## config.mk

```make
export PLATFORM = sky130hd
export DESIGN_NAME = integer_to_ascii_radix_core_flat
export DESIGN_NICKNAME = d
export VERILOG_FILES = /design/src/sv/i2a_pkg.sv /design/src/sv/i2a_in_if.sv /design/src/sv/i2a_out_if.sv /design/src/sv/integer_to_ascii_radix_core.sv /design/src/sv/i2a_cfg.sv /design/src/sv/i2a_div.sv /design/src/flat_wrapper.sv
export SDC_FILE = /design/constraint.sdc
export NUM_CORES = 1
export LEC_CHECK = 0
export BUFFER_PORTS_ARGS = -buffer_cell sky130_fd_sc_hd__buf_2
export CORE_MARGIN = 1
export CORE_UTILIZATION = 54
export DETAILED_ROUTE_END_ITERATION = 7
export GPL_ROUTABILITY_DRIVEN = 0
export PLACE_DENSITY_LB_ADDON = 0.12
export SLEW_MARGIN = 15
export SYNTH_ARGS = -nofsm -noshare
export SYNTH_HDL_FRONTEND = slang
export SYNTH_SLANG_ARGS = --single-unit
```

## constraint.sdc

```tcl
create_clock -name clk -period 10.62 [get_ports clk]
set_input_delay 2.124 -clock clk [delete_from_list [all_inputs] [get_ports clk]]
set_output_delay 2.124 -clock clk [all_outputs]
set_load 0.05 [all_outputs]
```

## src/sv/i2a_pkg.sv

```systemverilog
package i2a_pkg;

  localparam int RADIX_W = 6;
  localparam int CHAR_W = 8;
  localparam int STEP_BITS = 4;
  localparam int DIGIT_DEPTH = 32;
  localparam int SP_W = $clog2(DIGIT_DEPTH + 1);
  localparam int IDX_W = $clog2(DIGIT_DEPTH);

  localparam logic [RADIX_W-1:0] RADIX_RESET = 6'd10;
  localparam logic [RADIX_W-1:0] RADIX_MIN = 6'd2;
  localparam logic [RADIX_W-1:0] RADIX_MAX = 6'd36;
  localparam logic [RADIX_W-1:0] SIGNED_RADIX = 6'd10;

  localparam logic [0:0] REG_RADIX = 1'b0;

  localparam logic [CHAR_W-1:0] CHAR_ZERO = 8'h30;
  localparam logic [CHAR_W-1:0] CHAR_ALPHA_OFS = 8'h57;
  localparam logic [CHAR_W-1:0] CHAR_MINUS = 8'h2d;

  typedef logic [RADIX_W-1:0] digit_t;
  typedef logic [CHAR_W-1:0] char_t;

  function automatic char_t digit_char(input digit_t dgt);
    if (dgt < 6'd10) begin
      return CHAR_ZERO + CHAR_W'(dgt);
    end
    return CHAR_ALPHA_OFS + CHAR_W'(dgt);
  endfunction

endpackage

```

## src/sv/i2a_in_if.sv

```systemverilog
interface i2a_in_if;
  logic        valid;
  logic        ready;
  logic [31:0] value;
  logic        signed_mode;

  modport source (output valid, output value, output signed_mode, input ready);
  modport sink (input valid, input value, input signed_mode, output ready);
endinterface

```

## src/sv/i2a_out_if.sv

```systemverilog
interface i2a_out_if;
  logic       valid;
  logic       ready;
  logic [7:0] character;
  logic       last;

  modport source (output valid, output character, output last, input ready);
  modport sink (input valid, input character, input last, output ready);
endinterface

```

## src/sv/integer_to_ascii_radix_core.sv

```systemverilog
// Each digit costs one division by the radix, run least significant digit first; the characters
// are then emitted most significant digit first while the output is taken.
// One number at a time: a new number is accepted only in idle, after its last character is issued;
// the shared divide-by-radix unit serves every digit of it.
// Reset (rst, synchronous, active high) sets radix to 10 and returns the sequencer to idle.
module integer_to_ascii_radix_core
  import i2a_pkg::*;
#(
  parameter int VALUE_WIDTH = 32
) (
  input  logic        clk,
  input  logic        rst,
  i2a_in_if.sink      in_ch,
  i2a_out_if.source   out_ch,
  input  logic        psel,
  input  logic        penable,
  input  logic        pwrite,
  input  logic [2:0]  paddr,
  input  logic [31:0] pwdata,
  output logic [31:0] prdata,
  output logic        pready
);

  localparam logic [1:0] S_IDLE  = 2'd0;
  localparam logic [1:0] S_START = 2'd1;
  localparam logic [1:0] S_WAIT  = 2'd2;
  localparam logic [1:0] S_EMIT  = 2'd3;

  logic [1:0]             state;
  logic [VALUE_WIDTH-1:0] remaining;
  logic [VALUE_WIDTH-1:0] v_in;
  logic [RADIX_W-1:0]     base;
  logic [RADIX_W-1:0]     radix_eff;
  logic                   neg_pending;
  digit_t                 stack [DIGIT_DEPTH];
  logic [SP_W-1:0]        sp;
  logic [SP_W-1:0]        sp_m1;
  logic                   div_done;
  logic [VALUE_WIDTH-1:0] div_q;
  digit_t                 div_r;
  logic                   out_free;

  i2a_cfg u_cfg (
    .clk       (clk),
    .rst       (rst),
    .psel      (psel),
    .penable   (penable),
    .pwrite    (pwrite),
    .paddr     (paddr),
    .pwdata    (pwdata),
    .prdata    (prdata),
    .pready    (pready),
    .radix_eff (radix_eff)
  );

  i2a_div #(.W(VALUE_WIDTH)) u_div (
    .clk       (clk),
    .rst       (rst),
    .start     (state == S_START),
    .dividend  (remaining),
    .divisor   (base),
    .done      (div_done),
    .quotient  (div_q),
    .remainder (div_r)
  );

  assign v_in = VALUE_WIDTH'(in_ch.value);
  assign in_ch.ready = (state == S_IDLE);
  assign out_free = !out_ch.valid || out_ch.ready;
  assign sp_m1 = sp - 1'b1;

  always_ff @(posedge clk) begin
    if (rst) begin
      state <= S_IDLE;
      sp <= '0;
      neg_pending <= 1'b0;
      out_ch.valid <= 1'b0;
    end else begin
      if (out_ch.valid && out_ch.ready && !(state == S_EMIT && out_free)) begin
        out_ch.valid <= 1'b0;
      end
      case (state)
        S_IDLE: begin
          if (in_ch.valid) begin
            sp <= '0;
            if (in_ch.signed_mode) begin
              base <= SIGNED_RADIX;
              neg_pending <= v_in[VALUE_WIDTH-1];
              remaining <= v_in[VALUE_WIDTH-1] ? (~v_in + 1'b1) : v_in;
            end else begin
              base <= radix_eff;
              neg_pending <= 1'b0;
              remaining <= v_in;
            end
            state <= S_START;
          end
        end
        S_START: begin
          state <= S_WAIT;
        end
        S_WAIT: begin
          if (div_done) begin
            stack[sp[IDX_W-1:0]] <= div_r;
            sp <= sp + 1'b1;
            remaining <= div_q;
            state <= (div_q == '0) ? S_EMIT : S_START;
          end
        end
        S_EMIT: begin
          if (out_free) begin
            out_ch.valid <= 1'b1;
            if (neg_pending) begin
              out_ch.character <= CHAR_MINUS;
              out_ch.last <= 1'b0;
              neg_pending <= 1'b0;
            end else begin
              out_ch.character <= digit_char(stack[sp_m1[IDX_W-1:0]]);
              out_ch.last <= (sp == SP_W'(1));
              sp <= sp_m1;
              if (sp == SP_W'(1)) begin
                state <= S_IDLE;
              end
            end
          end
        end
        default: begin
          state <= S_IDLE;
        end
      endcase
    end
  end

endmodule

```

## src/sv/i2a_cfg.sv

```systemverilog
module i2a_cfg
  import i2a_pkg::*;
(
  input  logic                 clk,
  input  logic                 rst,
  input  logic                 psel,
  input  logic                 penable,
  input  logic                 pwrite,
  input  logic [2:0]           paddr,
  input  logic [31:0]          pwdata,
  output logic [31:0]          prdata,
  output logic                 pready,
  output logic [RADIX_W-1:0]   radix_eff
);

  logic [RADIX_W-1:0] radix;
  logic               sel_radix;

  assign pready = 1'b1;
  assign sel_radix = (paddr[2] == REG_RADIX);

  always_ff @(posedge clk) begin
    if (rst) begin
      radix <= RADIX_RESET;
    end else if (psel && penable && pwrite && sel_radix) begin
      radix <= pwdata[RADIX_W-1:0];
    end
  end

  always_comb begin
    prdata = '0;
    if (sel_radix) begin
      prdata = 32'(radix);
    end
  end

  always_comb begin
    if (radix < RADIX_MIN) begin
      radix_eff = RADIX_MIN;
    end else if (radix > RADIX_MAX) begin
      radix_eff = RADIX_MAX;
    end else begin
      radix_eff = radix;
    end
  end

endmodule

```

## src/sv/i2a_div.sv

```systemverilog
module i2a_div
  import i2a_pkg::*;
#(
  parameter int W = 32
) (
  input  logic               clk,
  input  logic               rst,
  input  logic               start,
  input  logic [W-1:0]       dividend,
  input  logic [RADIX_W-1:0] divisor,
  output logic               done,
  output logic [W-1:0]       quotient,
  output logic [RADIX_W-1:0] remainder
);

  localparam int PW = ((W + STEP_BITS - 1) / STEP_BITS) * STEP_BITS;
  localparam int NSTEP = PW / STEP_BITS;
  localparam int CW = $clog2(NSTEP + 1);

  logic [PW-1:0]      work;
  logic [PW-1:0]      work_next;
  logic [RADIX_W-1:0] rem;
  logic [RADIX_W-1:0] rem_next;
  logic [RADIX_W-1:0] divs;
  logic [CW-1:0]      cnt;
  logic               busy;

  // Restoring division, several quotient bits per cycle.
  always_comb begin
    logic [RADIX_W:0] t;
    work_next = work;
    rem_next = rem;
    for (int i = 0; i < STEP_BITS; i++) begin
      t = {rem_next, work_next[PW-1]};
      work_next = {work_next[PW-2:0], 1'b0};
      if (t >= {1'b0, divs}) begin
        rem_next = RADIX_W'(t - {1'b0, divs});
        work_next[0] = 1'b1;
      end else begin
        rem_next = t[RADIX_W-1:0];
      end
    end
  end

  always_ff @(posedge clk) begin
    if (rst) begin
      busy <= 1'b0;
      done <= 1'b0;
      cnt <= '0;
    end else begin
      done <= 1'b0;
      if (start) begin
        work <= PW'(dividend);
        rem <= '0;
        divs <= divisor;
        cnt <= CW'(NSTEP);
        busy <= 1'b1;
      end else if (busy) begin
        work <= work_next;
        rem <= rem_next;
        cnt <= cnt - 1'b1;
        if (cnt == CW'(1)) begin
          busy <= 1'b0;
          done <= 1'b1;
        end
      end
    end
  end

  assign quotient = work[W-1:0];
  assign remainder = rem;

endmodule
```

## src/flat_wrapper.sv

```systemverilog
// flat-port wrapper written by rule: the top's interface ports become plain ports
module integer_to_ascii_radix_core_flat import i2a_pkg::*;
#(
  parameter int VALUE_WIDTH = 32
)
  (clk, rst, psel, penable, pwrite, paddr, pwdata, prdata, pready, in_ch_valid, in_ch_value, in_ch_signed_mode, in_ch_ready, out_ch_valid, out_ch_character, out_ch_last, out_ch_ready);
  i2a_in_if in_ch_i ();
  i2a_out_if out_ch_i ();
  input  logic clk;
  input  logic rst;
  input  logic psel;
  input  logic penable;
  input  logic pwrite;
  input  logic [2:0] paddr;
  input  logic [31:0] pwdata;
  output logic [31:0] prdata;
  output logic pready;
  input wire logic [$bits(in_ch_i.valid)-1:0] in_ch_valid;
  input wire logic [$bits(in_ch_i.value)-1:0] in_ch_value;
  input wire logic [$bits(in_ch_i.signed_mode)-1:0] in_ch_signed_mode;
  output wire logic [$bits(in_ch_i.ready)-1:0] in_ch_ready;
  output wire logic [$bits(out_ch_i.valid)-1:0] out_ch_valid;
  output wire logic [$bits(out_ch_i.character)-1:0] out_ch_character;
  output wire logic [$bits(out_ch_i.last)-1:0] out_ch_last;
  input wire logic [$bits(out_ch_i.ready)-1:0] out_ch_ready;
  assign in_ch_i.valid = in_ch_valid;
  assign in_ch_i.value = in_ch_value;
  assign in_ch_i.signed_mode = in_ch_signed_mode;
  assign in_ch_ready = in_ch_i.ready;
  assign out_ch_valid = out_ch_i.valid;
  assign out_ch_character = out_ch_i.character;
  assign out_ch_last = out_ch_i.last;
  assign out_ch_i.ready = out_ch_ready;
  integer_to_ascii_radix_core #(.VALUE_WIDTH(VALUE_WIDTH)) u_core (.clk(clk), .rst(rst), .in_ch(in_ch_i), .out_ch(out_ch_i), .psel(psel), .penable(penable), .pwrite(pwrite), .paddr(paddr), .pwdata(pwdata), .prdata(prdata), .pready(pready));
endmodule
```

==> out/qor.csv, run 1 <==
stage,metric,value,unit
outcome,status,"finished, final reports clean",
power_and_ir_drop,maximum vdd drop,0.317,mV
global_route,GRT Total Usage,23.5,%
timing,Final min period,8240,ps
clock_tree,clock-pin transition on the worst setup and hold timing paths,60,ps
logic_synthesis,Mapped Avg Cell Area,12.5,µm²
timing,Final Cycle Share,77.6,%
clock_tree,Clock Path Buffers,3,
logic_synthesis,number of synthesized flops with an enable pin,283,
critical_path,Worst path max stage delay,490,ps
critical_path,RR Endpoint,u_core.u_div.remainder[0],
logic_synthesis,#FFs+latches synth,305,
final_layout,Fill cells,2153,
floorplan,Die Ht,168,µm
critical_path,CP max stage cell,edfxtp_1,
timing,Rel. slew slack,41.7,%
clock_tree,post_cts resized,0,
logic_synthesis,sequential fraction of the synthesis area,59.8,%
route,DR WL/cell,20.0,µm
logic_synthesis,Most used DFF post-synth,edfxtp_1,
timing,Final Setup Violations,0,
clock_tree,H-tree Lvls,2,
critical_path,required time of the worst setup path,10880,ps
clock_tree,# clock sinks,305,
timing,final slew viol count,0,
clock_tree,Clock Latency Late Sink,520,ps
critical_path,CP endpoint kind,flip-flop,
final_layout,NumNets Final,1368,
global_route,first-pass GRT wire length,51.1,mm
logic_synthesis,Post-Syn Area,14900,µm²
logic_synthesis,synth warn,0,
clock_tree,cts hold-fix bufs,0,
place,DP Cell Count,1557,
logic_synthesis,ys async rst share,0,%
route,DR vias/cell,5.83,
power_and_ir_drop,static leakage,5.78,nW
clock_tree,CTS buffer count,34,
place,port bufs,63,
power_and_ir_drop,PD cells,287,nW/µm²
global_route,initial antenna violation count,0,
logic_synthesis,"area leader, netlist",edfxtp_1,
timing,Achievable Freq,0.121,GHz
logic_synthesis,synthesized instance count,1195,
clock_tree,CTS tree,built,
final_layout,Non-Filler Instances,1618,
logic_synthesis,top post-synthesis cells by area,"edfxtp_1 57%, mux4_2 7.2%, nand2_1 4.6%",
route,WL final,32.3,mm
logic_synthesis,Synth top area share,56.9,%
route,Initial DRC Count,816,
timing,setup TNS,0,ps
final_layout,fraction of layout cells with a size suffix above 1,15.7,%
critical_path,RR Startpoint,u_core.u_div.divs[1],
critical_path,startpoint types,flip-flop,
timing,final-report hold violation count,0,
global_route,vias in the first global route,9289,
floorplan,CORE AREA,27000,µm²
place,Detailed Place HPWL,21.3,mm
final_layout,area of the multi-input gates,5530,µm²
timing,Slew @ Worst Pin,867,ps
final_layout,Seq. cell area,8940,µm²
global_route,largest net degree at the start of global routing,62,
route,post-detailed-route DRC marker count,0,
route,vias post-DR,9426,
critical_path,Worst Path Arrival,8510,ps
critical_path,Crit. Startpoint,u_core.u_div.divs[1],
floorplan,DIE AREA,28300,µm²
logic_synthesis,post-synth cell types,74,
route,post-route ant nets,0,
critical_path,CP Max Fanout,10,
timing,Final Skew,18.6,ps
critical_path,r2r setup slk,2380,ps
floorplan,chip width,168,µm
route,Pre-Repair DR Iteration Count,5,
floorplan,FP Rows,60,
floorplan,I/O pin count,119,
final_layout,P&R area growth vs syn,10.5,%
global_route,GRT overflow,0,
critical_path,critical path class,flip-flop to flip-flop,
floorplan,Initial Util,55.3,%
final_layout,antenna cells,0,
clock_tree,Post-CTS Setup Bufs,0,
clock_tree,clock root buffer,clkbuf_16,
critical_path,CP Capture Point,u_core.u_div.remainder[0],
worst_hold_path,worst min-delay path class,flip-flop to flip-flop,
timing,RSZ-0062 raised after global routing,false,
final_layout,post-route core utilization,61.1,%
critical_path,Worst Reg-to-Reg Cells,30,
run,maxcap violations,0,
timing,Hold Slack,420,ps
cells in the mapped netlist, types with 4 or more instances:
| library cell | instances |
|---|---|
| buf_6 | 5 |
| a21o_1 | 8 |
| dfxtp_1 | 22 |
| nor2b_1 | 16 |
| nand3_1 | 18 |
| fa_1 | 4 |
| nand2b_1 | 13 |
| nor4_1 | 14 |
| a21oi_1 | 41 |
| xor2_1 | 17 |
| and3_1 | 4 |
| o21a_1 | 6 |
| xnor2_1 | 33 |
| o31ai_1 | 6 |
| buf_4 | 28 |
| or3_1 | 5 |
| or2_2 | 5 |
| and2_1 | 5 |
| o311ai_0 | 10 |
| a31oi_1 | 12 |
| ha_1 | 36 |
| clkbuf_1 | 35 |
| o211ai_1 | 4 |
| nand2_1 | 184 |
| inv_1 | 37 |
| nor2_1 | 108 |
| mux2i_1 | 13 |
| mux4_2 | 48 |
| a211oi_1 | 6 |
| o22ai_1 | 8 |
| nand4_1 | 5 |
| buf_2 | 8 |
| edfxtp_1 | 283 |
| o21ai_0 | 63 |
| nor3_1 | 18 |
| buf_1 | 6 |
| nand3b_1 | 5 |
worst min path at each step:
stage          slack [ps]            from              endpoint  depth (start not counted)
2_1_floorplan         400  u_core.base[0]  u_core.u_div.divs[0]                          0
3_3_place_gp          400  u_core.base[2]  u_core.u_div.divs[2]                          0
3_5_place_dp          410  u_core.base[3]  u_core.u_div.divs[3]                          0
4_1_cts               420  u_core.base[3]  u_core.u_div.divs[3]                          0
5_1_grt               430  u_core.base[3]  u_core.u_div.divs[3]                          0
6_report              420  u_core.base[3]  u_core.u_div.divs[3]                          0
layer usage:
layer | share of wire, % | vias to the layer above | track usage [%]
li1 | - | 4498 | -
met1 | 42 | 4618 | 30.9
met2 | 51 | 250 | 40.5
met3 | 4.4 | 60 | 3.03
met4 | 2.5 | 0 | 7.39
met5 | 0 | - | 0
report_power, final:
group          switching [mW]  leakage (nW)  total [mW]  internal [mW]
registers              0.0341          2.74        1.58           1.55
clock network           0.462         0.489        1.08          0.616
logic                    1.20          2.55        2.07          0.868
total                    1.70          5.78        4.73           3.03
critical path: cells and delay by family, from the launching register on:
kind                     cells  cell delay [ps]
multiplexers                 2              730
AND/OR/NAND/NOR              7             1360
buffers and inverters        1              210
adder cells (fa/ha/maj)      4             1240
AO/OA/AOI/OAI               16             3950
flip-flops                   1              490
through the flow:
stage,worst slack [ps],power [mW],cell area (µm²)
floorplan,3230,3.29,15000
global placement,2610,3.61,15500
detailed placement,2490,3.65,15500
CTS,2430,4.74,16500
global route,1770,5.02,16500
finish,2380,4.73,16500
cells by family (layout without fill, tap and decap cells):
group	count (synthesis)	in the layout	synth area share, %
other	2	27	0.0503
multiplexers	67	67	8.63
adder cells (fa/ha/maj)	41	41	3.62
flip-flops	305	305	59.8
AO/OA/AOI/OAI	194	194	8.35
XOR/XNOR	50	50	2.93
AND/OR/NAND/NOR	417	417	12.6
buffers and inverters	119	176	4.01
registers in the layout (all words and copies together), names as in the netlist:
name / flops
u_core.u_div.remainder: 6
u_core.u_div.cnt: 4
u_core.base: 6
u_core.neg_pending: 1
u_core.u_div.done: 1
u_core.out_ch.valid: 1
u_core.u_cfg.radix: 6
u_core.out_ch.last: 1
u_core.state: 2
u_core.out_ch.character: 8
u_core.sp: 6
u_core.stack: 192
u_core.u_div.divs: 6
u_core.u_div.busy: 1
u_core.u_div.quotient: 32
u_core.remaining: 32
cells in the final DEF, fill, tap and decap left out, types with 17 or more instances in the layout:
| cell type | Yosys | layout |
|---|---|---|
| clkbuf_16 | 0 | 35 |
| ha_1 | 36 | 35 |
| xnor2_1 | 33 | 33 |
| nand2_1 | 184 | 184 |
| edfxtp_1 | 283 | 283 |
| conb_1 | 2 | 27 |
| inv_1 | 37 | 37 |
| o21ai_0 | 63 | 63 |
| mux4_2 | 48 | 48 |
| nand3_1 | 18 | 18 |
| nor3_1 | 18 | 17 |
| buf_2 | 8 | 63 |
| nor2_1 | 108 | 107 |
| dfxtp_1 | 22 | 21 |
| a21oi_1 | 41 | 41 |
area by class of cell:
cell class	count	area share [%]
clock buffers	45	5.60
clock inverters	15	0.569
inverters	37	0.842
multi-input cells	796	33.5
flip-flops and latches	305	54.2
well taps	341	2.59
repair buffers	79	2.71
Note: power is estimated with default switching activity, not from simulation.
==> run 2: changes to the inputs <==
Clock period 10.62 ns to 8.15 ns, I/O delays scaled along.
==> run 2 against run 1 <==
Setup slack worse by 1800 ps; non-clock buffer count is 8 higher; global-route usage is 0.37 points lower; critical endpoint unchanged; highest routed layer unchanged.
==> out/qor.csv, run 2 (synthesis results as in run 1) <==
stage,metric,value,unit,change
critical_path,critical path class,flip-flop to flip-flop,,
place,Detailed Place HPWL,21.0,mm,-1.4%
floorplan,FP Rows,60,,unchanged
clock_tree,# clock sinks,305,,unchanged
global_route,vias in the first global route,9215,,-0.80%
route,WL final,32.2,mm,-0.44%
power_and_ir_drop,Flop pwr share,32.9,%,-0.6 points
route,post-route ant nets,0,,unchanged
critical_path,CP max stage cell,edfxtp_1,,
clock_tree,Clock Latency Late Sink,570,ps,+50 ps
global_route,initial antenna violation count,0,,unchanged
worst_hold_path,Worst Min Path Start,u_core.base[2],,
critical_path,RR Startpoint,u_core.u_div.divs[4],,
route,vias post-DR,9455,,+0.31%
route,Pre-Repair DR Iteration Count,5,,unchanged
global_route,GRT overflow,0,,unchanged
floorplan,Initial Util,55.3,%,unchanged
clock_tree,H-tree Lvls,1,,-1
route,DR vias/cell,5.83,,about the same
final_layout,fraction of layout cells with a size suffix above 1,16.4,%,+0.72 points
floorplan,DIE AREA,28300,µm²,unchanged
critical_path,Worst Path Arrival,7840,ps,-670 ps
floorplan,chip width,168,µm,unchanged
timing,Slew @ Worst Pin,834,ps,-33.3 ps
critical_path,startpoint types,flip-flop,,
power_and_ir_drop,static leakage,5.80,nW,+0.40%
final_layout,NumNets Final,1373,,+0.37%
critical_path,CP endpoint kind,flip-flop,,
floorplan,CORE AREA,27000,µm²,unchanged
global_route,largest net degree at the start of global routing,63,,+1.6%
clock_tree,clock root buffer,clkbuf_16,,
final_layout,P&R area growth vs syn,10.6,%,about the same
global_route,first-pass GRT wire length,50.5,mm,-1.1%
clock_tree,clock-pin transition on the worst setup and hold timing paths,60,ps,about the same
route,Initial DRC Count,813,,-0.37%
power_and_ir_drop,PD cells,380,nW/µm²,+32%
timing,setup TNS,0,ps,unchanged
timing,Final Skew,22.5,ps,+3.91 ps
critical_path,CP Max Fanout,10,,unchanged
timing,final slew viol count,0,,unchanged
timing,Achievable Freq,0.133,GHz,+9.4%
timing,Final min period,7540,ps,-709 ps
place,dpl ws,420,ps,-2070 ps
clock_tree,CTS buffer count,31,,-8.8%
power_and_ir_drop,combinational share of power,45.7,%,+2.0 points
power_and_ir_drop,P_int,4.05,mW,+34%
timing,Worst Slack Setup Final,614,ps,-1760 ps
route,post-detailed-route DRC marker count,0,,unchanged
final_layout,most frequent cells in the layout,"283 x edfxtp_1, 184 x nand2_1, 107 x nor2_1",,
clock_tree,cts hold-fix bufs,0,,unchanged
outcome,status,"finished, final reports clean",,
critical_path,Worst path max stage delay,360,ps,-130 ps
final_layout,"commonest non-fill, non-tap cell in the layout",edfxtp_1,,
critical_path,required time of the worst setup path,8450,ps,-2430 ps
floorplan,Die Ht,168,µm,unchanged
floorplan,I/O pin count,119,,unchanged
clock_tree,Clock Path Buffers,3,,unchanged
critical_path,crit-path most repeated cell,ha_1,,
final_layout,max reg flops,192,,unchanged
power_and_ir_drop,Switching Share,35.4,%,-0.48 points
timing,final-report hold violation count,0,,unchanged
timing,Final Cycle Share,92.5,%,+15 points
power_and_ir_drop,maximum vdd drop,0.435,mV,+37%
clock_tree,CTS tree,built,,
worst_hold_path,worst min-delay path class,flip-flop to flip-flop,,
final_layout,antenna cells,0,,unchanged
power_and_ir_drop,Net Sw Power,2.22,mW,+31%
critical_path,Crit. Startpoint,u_core.u_div.divs[4],,
global_route,GRT Total Usage,23.1,%,-0.37 points
route,DR WL/cell,19.8,µm,-0.74%
final_layout,post-route core utilization,61.1,%,about the same
run,maxcap violations,0,,unchanged
timing,Final Setup Violations,0,,unchanged
timing,Rel. slew slack,44.3,%,+2.6 points
timing,RSZ-0062 raised after global routing,false,,
place,port bufs,63,,unchanged
power_and_ir_drop,clock share of power,21.4,%,-1.4 points
[run 2: power groups by stage]
stage / sequential (mW) / clock (mW) / combinational (mW)
2_1_floorplan: 2.15 / 0 / 2.14
3_3_place_gp: 2.09 / 0 / 2.64
3_5_place_dp: 2.09 / 0 / 2.69
4_1_cts: 2.06 / 1.37 / 2.70
5_1_grt: 2.07 / 1.42 / 3.18
6_report: 2.06 / 1.34 / 2.86
[run 2: final timing paths]
path              slack [ps]                         to  depth (start not counted)
setup / recovery         610  u_core.u_div.remainder[0]                         30
setup reg to reg         610  u_core.u_div.remainder[0]                         30
hold reg to reg          420       u_core.u_div.divs[2]                          0
hold / removal           420       u_core.u_div.divs[2]                          0
[run 2: stage by stage]
step | area, µm² | hold WS [ps] | power, mW | std cells
detailed placement | 15500 | 413 | 4.78 | 1559
global placement | 15500 | 402 | 4.73 | 1559
CTS | 16400 | 427 | 6.13 | 1616
finish | 16500 | 424 | 6.27 | 1623
floorplan | 15000 | 400 | 4.29 | 1220
global route | 16500 | 442 | 6.67 | 1623
[run 2: critical path: cells and delay by family, from the launching register on]
kind                     cells  cell delay [ps]
AND/OR/NAND/NOR              6             1140
flip-flops                   1              360
multiplexers                 2              640
buffers and inverters        1              190
AO/OA/AOI/OAI               17             3730
adder cells (fa/ha/maj)      4             1220
[run 2: final cells by class]
type                    instances  area, µm²
clock buffers                  40        840
clock inverters                17        123
fillers                      2162      10500
inverters                      37        139
multi-input cells             796       5540
flip-flops and latches        305       8940
well taps                     341        427
repair buffers                 87        508
[run 2: metal layers]
| layer | up-vias | part of all wire (%) | global-route usage (%) |
|---|---|---|---|
| met4 | 0 | 2.8 | 7.15 |
| li1 | 4525 | - | - |
| met1 | 4619 | 42 | 30.2 |
| met2 | 260 | 51 | 40.4 |
| met3 | 51 | 4.7 | 2.61 |
| met5 | - | 0 | 0 |
[run 2: what timing repair did]
action | 4_1_cts | 5_1_grt
resized for setup | 0 | 4
setup endpoints to repair | 0 | 5
setup buffers | 0 | 6
==> run 3: changes to the inputs <==
Settings changed: GPL_ROUTABILITY_DRIVEN 0 to unset.
Clock period 8.15 ns to 7.7 ns, I/O delays scaled along.
==> run 3 against run 2 <==
Global-route usage fell by 0.098 points; largest cell class unchanged; combinational power rose by 4%; clock skew fell by 0.59 ps; die area did not move; critical path type unchanged; sequential power rose by 6%; cell count did not move; core utilization fell by 0.11 points; first-iteration DRC count fell by 0.98%.
==> out/qor.csv, run 3 (synthesis results as in run 1) <==
stage,metric,value,unit,change
global_route,first-pass GRT wire length,50.0,mm,-1.0%
critical_path,CP max stage cell,o21ai_0,,
final_layout,antenna cells,0,,unchanged
critical_path,CP Capture Point,u_core.u_div.remainder[4],,
power_and_ir_drop,PD cells,399,nW/µm²,+5.0%
timing,Final Setup Violations,0,,unchanged
route,vias post-DR,9467,,+0.13%
route,Initial DRC Count,805,,-0.98%
clock_tree,clock root buffer,clkbuf_16,,
global_route,GRT overflow,0,,unchanged
clock_tree,# clock sinks,305,,unchanged
power_and_ir_drop,static leakage,5.79,nW,-0.15%
critical_path,Worst path depth,31,,+3.3%
critical_path,WP buf/inv,2,,+1
critical_path,required time of the worst setup path,8070,ps,-380 ps
place,port bufs,63,,unchanged
final_layout,most frequent cells in the layout,"283 x edfxtp_1, 184 x nand2_1, 107 x nor2_1",,
floorplan,DIE AREA,28300,µm²,unchanged
clock_tree,clock-pin transition on the worst setup and hold timing paths,60,ps,about the same
timing,Final Skew,21.9,ps,-0.586 ps
route,post-detailed-route DRC marker count,0,,unchanged
floorplan,Initial Util,55.3,%,unchanged
critical_path,Crit. Startpoint,u_core.u_div.divs[4],,
final_layout,Non-Filler Instances,1623,,unchanged
clock_tree,CTS buffer count,31,,unchanged
worst_hold_path,worst min-delay path class,flip-flop to flip-flop,,
run,maxcap violations,0,,unchanged
timing,Slew @ Worst Pin,1150,ps,+317 ps
critical_path,"CP delay by family, top",compound AO/OA/AOI/OAI gates,,
floorplan,CORE AREA,27000,µm²,unchanged
outcome,status,"finished, final reports clean",,
timing,Rel. slew slack,23.1,%,-21 points
global_route,vias in the first global route,9209,,-0.065%
route,DR vias/cell,5.83,,+0.13%
clock_tree,Clock Path Buffers,3,,unchanged
critical_path,startpoint types,flip-flop,,
clock_tree,cts hold-fix bufs,0,,unchanged
route,post-route ant nets,0,,unchanged
final_layout,"commonest non-fill, non-tap cell in the layout",edfxtp_1,,
floorplan,Die Ht,168,µm,unchanged
floorplan,FP Rows,60,,unchanged
timing,Final min period,7210,ps,-326 ps
route,DR WL/cell,19.8,µm,-0.26%
critical_path,r2r setup slk,490,ps,-120 ps
power_and_ir_drop,maximum vdd drop,0.452,mV,+3.8%
timing,final-report hold violation count,0,,unchanged
power_and_ir_drop,total power,6.57,mW,+4.8%
global_route,initial antenna violation count,0,,unchanged
clock_tree,H-tree Lvls,1,,unchanged
critical_path,critical path class,flip-flop to flip-flop,,
route,WL final,32.1,mm,-0.26%
global_route,GRT Total Usage,23.0,%,-0.098 points
clock_tree,CTS tree,built,,
route,Pre-Repair DR Iteration Count,5,,unchanged
final_layout,P&R area growth vs syn,10.4,%,
final_layout,fraction of layout cells with a size suffix above 1,16.3,%,-0.078 points
global_route,largest net degree at the start of global routing,63,,unchanged
critical_path,RR Startpoint,u_core.u_div.divs[4],,
critical_path,Worst path max stage delay,380,ps,+20 ps
critical_path,Worst Path Arrival,7580,ps,-260 ps
worst_hold_path,worst hold path depth,0,,unchanged
floorplan,I/O pin count,119,,unchanged
timing,final slew viol count,0,,unchanged
critical_path,CP Max Fanout,10,,unchanged
timing,Final Cycle Share,93.6,%,+1.2 points
place,Detailed Place HPWL,21.2,mm,+0.80%
critical_path,CP endpoint kind,flip-flop,,
place,RD Place Congestion,0.844,,
place,DP Cell Count,1564,,+0.32%
final_layout,NumNets Final,1373,,unchanged
critical_path,Worst Reg-to-Reg Cells,31,,+3.3%
final_layout,max reg flops,192,,unchanged
timing,Achievable Freq,0.139,GHz,+4.5%
critical_path,RR Endpoint,u_core.u_div.remainder[4],,
floorplan,chip width,168,µm,unchanged
clock_tree,Clock Latency Late Sink,560,ps,about the same
[run 3: worst min path at each step]
stage | to | slack, ps | from
finish | u_core.u_div.divs[4] | 420 | u_core.base[4]
global route | u_core.u_div.divs[1] | 430 | u_core.base[1]
CTS | u_core.u_div.divs[4] | 420 | u_core.base[4]
detailed placement | u_core.u_div.divs[1] | 410 | u_core.base[1]
global placement | u_core.u_div.divs[5] | 400 | u_core.base[5]
floorplan | u_core.u_div.divs[0] | 400 | u_core.base[0]
[run 3: area by class of cell]
| type | count | area (µm²) |
|---|---|---|
| tap | 341 | 427 |
| timing repair buffer | 87 | 495 |
| clock buffer | 39 | 806 |
| sequential | 305 | 8940 |
| fill | 2144 | 10500 |
| multi-input combinational | 796 | 5540 |
| inverter | 37 | 139 |
| clock inverter | 18 | 140 |
[run 3: what timing repair did]
item | 4_1_cts | 5_1_grt
gates resized for setup | 0 | 5
endpoints found under the setup margin | 0 | 7
buffers inserted | 0 | 2
[run 3: layer usage]
layer	global-route usage (%)	vias up	wire, µm
met5	0	-	0
met4	8.18	0	1070
met3	2.49	68	1550
met2	38.9	269	15800
met1	31.0	4628	13600
li1	-	4502	-
[run 3: power by group]
group	switching (mW)	internal [mW]	total [mW]
clock network	0.616	0.805	1.42
registers	0.0462	2.14	2.18
logic	1.69	1.28	2.97
total	2.35	4.22	6.57
[run 3: through the flow]
step / TNS [ps] / utilization [%] / setup WS, ps / hold slack (ps) / area, µm²
floorplan: 0 / - / 310 / 400 / 15000
global placement: 0 / 57.4 / 520 / 401 / 15500
detailed placement: 0 / 57.4 / 328 / 407 / 15500
CTS: 0 / 60.9 / 313 / 423 / 16500
global route: -8.13 / 61.0 / -5.08 / 429 / 16500
finish: 0 / 61.0 / 491 / 422 / 16500
